==> config.mk <==
export PLATFORM = sky130hd
export DESIGN_NAME = iirdf1_coef_regs
export DESIGN_NICKNAME = d
export VERILOG_FILES = /design/src/rtl/iirdf1_pkg.sv /design/src/rtl/iirdf1_coef_regs.sv
export SDC_FILE = /design/constraint.sdc
export NUM_CORES = 1
export LEC_CHECK = 0
export BUFFER_PORTS_ARGS = -buffer_cell sky130_fd_sc_hd__buf_4
export CORE_MARGIN = 5
export CORE_UTILIZATION = 45
export DETAILED_ROUTE_END_ITERATION = 12
export GPL_ROUTABILITY_DRIVEN = 0
export PLACE_DENSITY = 0.78
export SYNTH_ARGS = -nofsm -noshare
export SYNTH_HDL_FRONTEND = slang
export SYNTH_SLANG_ARGS = --single-unit
==> constraint.sdc <==
create_clock -name clk -period 1.2 [get_ports clk]
set_input_delay 0.3 -clock clk [delete_from_list [all_inputs] [get_ports clk]]
set_output_delay 0.3 -clock clk [all_outputs]
set_load 0.02 [all_outputs]
==> src/rtl/iirdf1_pkg.sv <==
package iirdf1_pkg;

  // Fixed field widths
  localparam int COEF_BITS    = 24;
  localparam int CHANNEL_BITS = 2;
  localparam int REG_IDX_BITS = 3;

  // Register indexes on the configuration port
  localparam logic [REG_IDX_BITS-1:0] REG_B0 = 3'd0;
  localparam logic [REG_IDX_BITS-1:0] REG_B1 = 3'd1;
  localparam logic [REG_IDX_BITS-1:0] REG_B2 = 3'd2;
  localparam logic [REG_IDX_BITS-1:0] REG_A1 = 3'd3;
  localparam logic [REG_IDX_BITS-1:0] REG_A2 = 3'd4;

  // Reset values: b0 is unity at 22 fraction bits, all other taps zero
  localparam logic signed [COEF_BITS-1:0] B0_RESET = 24'sd4194304;
  localparam logic signed [COEF_BITS-1:0] TAP_RESET = 24'sd0;

  typedef struct packed {
    logic signed [COEF_BITS-1:0] b0;
    logic signed [COEF_BITS-1:0] b1;
    logic signed [COEF_BITS-1:0] b2;
    logic signed [COEF_BITS-1:0] a1;
    logic signed [COEF_BITS-1:0] a2;
  } coef_set_t;

endpackage

==> src/rtl/iirdf1_coef_regs.sv <==
module iirdf1_coef_regs (
  input  logic                                   clk,
  input  logic                                   rst,
  input  logic                                   cfg_write,
  input  logic [iirdf1_pkg::REG_IDX_BITS-1:0]    cfg_index,
  input  logic [iirdf1_pkg::COEF_BITS-1:0]       cfg_data,
  output iirdf1_pkg::coef_set_t                  coefs
);

  // Load the addressed tap; drop writes to unknown indexes
  always_ff @(posedge clk) begin
    if (rst) begin
      coefs.b0 <= iirdf1_pkg::B0_RESET;
      coefs.b1 <= iirdf1_pkg::TAP_RESET;
      coefs.b2 <= iirdf1_pkg::TAP_RESET;
      coefs.a1 <= iirdf1_pkg::TAP_RESET;
      coefs.a2 <= iirdf1_pkg::TAP_RESET;
    end else if (cfg_write) begin
      case (cfg_index)
        iirdf1_pkg::REG_B0: coefs.b0 <= cfg_data;
        iirdf1_pkg::REG_B1: coefs.b1 <= cfg_data;
        iirdf1_pkg::REG_B2: coefs.b2 <= cfg_data;
        iirdf1_pkg::REG_A1: coefs.a1 <= cfg_data;
        iirdf1_pkg::REG_A2: coefs.a2 <= cfg_data;
        default: ;
      endcase
    end
  end

endmodule

==> results.py <==
metrics = {
    "pwr": {
        "leakagePower_nw": 3.973,
        "pwr-share-seq": 0.401,
        "power.switching_w": 0.002238,
        "intPower_w": 0.008143,
        "p_sw_frac": 0.2156,
        "ir_drop_mv": 0.8264,
        "p_comb_frac": 0.091,
        "power_frac_clock": 0.508,
        "power.density_nw_per_um2": 1301,
    },
    "critical_path": {
        "r2r_end": "coefs[114]$_SDFFE_PP0P_",
        "max_stage_delay_ns": 0.36,
        "path_cells": "buf_6",
        "crit_family": "flip-flops",
        "cp-end-kind": "primary output",
        "worstReg2RegStart": "coefs[114]$_SDFFE_PP0P_",
        "path_buf_inv": 1,
        "crit_fanout": 2,
        "cp_data_arrival_time_ns": 1.00,
        "critPathRequiredTime_ns": 0.90,
        "crit_type": "flop to primary output",
        "r2r_cells": 4,
        "start_kind": "flop",
        "r2r_slack_ns": 0.32,
        "crit_path_top_delay_cell": "dfxtp_2",
    },
    "finish": {
        "largest_reg_flops": 120,
        "fillCellCount": 643,
        "top_regs": "coefs (120)",
        "regMostFlops": "coefs",
        "layout_commonest_cell": "nand2b_1",
        "drive_gt1_frac": 0.5949,
        "fin_cells": 805,
        "fin_nets": 686,
        "antennaDiodeCount": 0,
        "multi_input_area_um2": 2218,
        "seq_area_um2": 2552,
        "syn_to_final_growth_pct": 67.91,
        "most-common-layout-cells": "143 x nand2b_1, 120 x mux2i_1, 120 x dfxtp_2, 120 x buf_6, 114 x buf_4",
    },
    "timing": {
        "finalHoldViolations": 0,
        "tns_ns": -7.516,
        "worst_pin_slew_ns": 0.2907,
        "slew_violations": 0,
        "slew_headroom": 0.8062,
        "layout_setup_ws_ns": -0.09804,
        "rsz0062_at_grt": "yes",
        "min_period_over_period": 1.082,
        "fin_skew_ns": 0,
        "fin_crit_ns": 1.298,
        "fmax_ghz": 0.7704,
        "whs_ns": 0.1416,
        "setup_viol_count_final": 120,
    },
    "drt": {
        "first_iter_violations": 131,
        "avgRoutedWirePerCell_um": 17.54,
        "drcViolationCount": 0,
        "drt_first_pass_iters": 4,
        "routed_wl_um": 14120,
        "vias_per_cell": 4.839,
        "vias": 3895,
        "ant_nets": 0,
    },
    "grt": {
        "grt_max_degree": 36,
        "antenna_found_initial": 0,
        "track_usage": 0.2145,
        "grt-ovfl-total": 0,
        "grt_pass1_wl_um": 21490,
        "grt_pass1_vias": 4140,
    },
    "clock_network": {
        "root_buffer": "clkbuf_8",
        "numCtsBuffers": 17,
        "cts.sinks": 120,
        "htree_levels": 4,
        "clk_pin_slew_worst_paths_ns": 0.06,
        "clk_latency_ns": 0.51,
        "cts_hold_buf": 0,
        "cts_buffer_depth": 2,
        "cts_tree": "done",
    },
    "floorplan": {
        "ios": 150,
        "die_w_um": 112.8,
        "die_h_um": 112.8,
        "rows": 37,
        "core-area_um2": 10320,
        "dieArea_um2": 12720,
        "start_util": 0.4604,
    },
    "synthesis": {
        "synth_nets": 452,
        "synth_cell_type_count": 13,
        "syn_inst": 422,
        "netlist_area_um2": 4753,
        "ys_ff_latch": 120,
        "syn_area_per_cell_um2": 11.26,
        "yosys_warnings": 0,
        "ys_seq_area_frac": 0.5054,
    },
    "hold_path": {
        "hold_path_depth": 3,
        "hold_path_class": "primary input to flop",
        "min_to": "coefs[118]$_SDFFE_PP1P_",
        "hp-start": "cfg_data[22]",
    },
    "run": {
        "drv_cap": 0,
    },
    "place": {
        "dp_slack_ns": -0.1830,
        "placed_cells": 696,
        "port_buffers": 149,
        "dpl.hpwl_um": 8608,
    },
    "outcome": {
        "status": "complete, but fails checks",
        "failed_checks": "negative setup slack",
    },
}
repair_timing:
item	4_1_cts	5_1_grt
buffers inserted	35	42
resized for setup	240	0
endpoints found under the setup margin	120	120
cells by family (layout without fill, tap and decap cells):
logic type / Yosys count / count (layout) / share of synthesized area
buf+inv: 30 / 277 / 0.03396
flops: 120 / 120 / 0.5054
mux: 120 / 120 / 0.2527
simple gates: 152 / 152 / 0.2079
cell usage after synthesis:
| cell type | n | area [um^2] |
|---|---|---|
| buf_2 | 6 | 30.03 |
| buf_4 | 7 | 52.55 |
| buf_6 | 2 | 22.52 |
| clkbuf_1 | 15 | 56.30 |
| dfxtp_1 | 120 | 2402 |
| mux2i_1 | 120 | 1201 |
| nand2b_1 | 143 | 894.6 |
| nand4b_1 | 1 | 8.760 |
| nand4bb_1 | 3 | 33.78 |
| nor2_1 | 2 | 7.510 |
| nor4b_4 | 1 | 23.77 |
| nor4bb_1 | 1 | 10.01 |
| or4b_1 | 1 | 10.01 |
power by group through the flow:
stage | Sequential [W] | Combinational (W) | Clock (W)
after global placement | 0.00421 | 0.000795 | 0
after detailed placement | 0.00421 | 0.000808 | 0
final | 0.00416 | 0.000948 | 0.00527
after floorplan | 0.00431 | 0.000328 | 0
after global routing | 0.00417 | 0.00100 | 0.00555
after CTS | 0.00416 | 0.000902 | 0.00532
routing by layer:
layer,up-vias,share of wire,GRT usage
met4,0,0.018,0.08173
met1,1874,0.40,0.2416
met3,26,0.069,0.06898
li1,1866,-,-
met2,129,0.51,0.3768
met5,-,0,0
worst max path at each step:
stage / slack (ns) / end / from / depth (start not counted)
2_1_floorplan: -0.04 / coefs[100]$_SDFFE_PP0P_ / cfg_index[0] / 3
3_3_place_gp: -0.16 / coefs[111]$_SDFFE_PP0P_ / cfg_index[0] / 3
3_5_place_dp: -0.18 / coefs[111]$_SDFFE_PP0P_ / cfg_index[0] / 3
4_1_cts: -0.12 / coefs[29] / coefs[29]$_SDFFE_PP0P_ / 1
5_1_grt: -0.13 / coefs[29] / coefs[29]$_SDFFE_PP0P_ / 1
6_report: -0.1 / coefs[4] / coefs[4]$_SDFFE_PP0P_ / 1
per-stage QoR:
step / power, W / area, um^2 / util
floorplan: 0.004638 / 4758 / -
global placement: 0.005005 / 6190 / 0.5996
detailed placement: 0.005020 / 6190 / 0.5996
CTS: 0.01039 / 7666 / 0.7426
global route: 0.01072 / 7981 / 0.7731
finish: 0.01038 / 7981 / 0.7731
area by class of cell:
| cell class | count | share of cell area |
|---|---|---|
| sequential | 120 | 0.3198 |
| clock buffer | 24 | 0.05894 |
| clock inverter | 8 | 0.01787 |
| timing repair buffer | 245 | 0.3041 |
| multi-input combinational | 272 | 0.2779 |
| tap | 136 | 0.02132 |
Power figures use the tool's default switching activity.
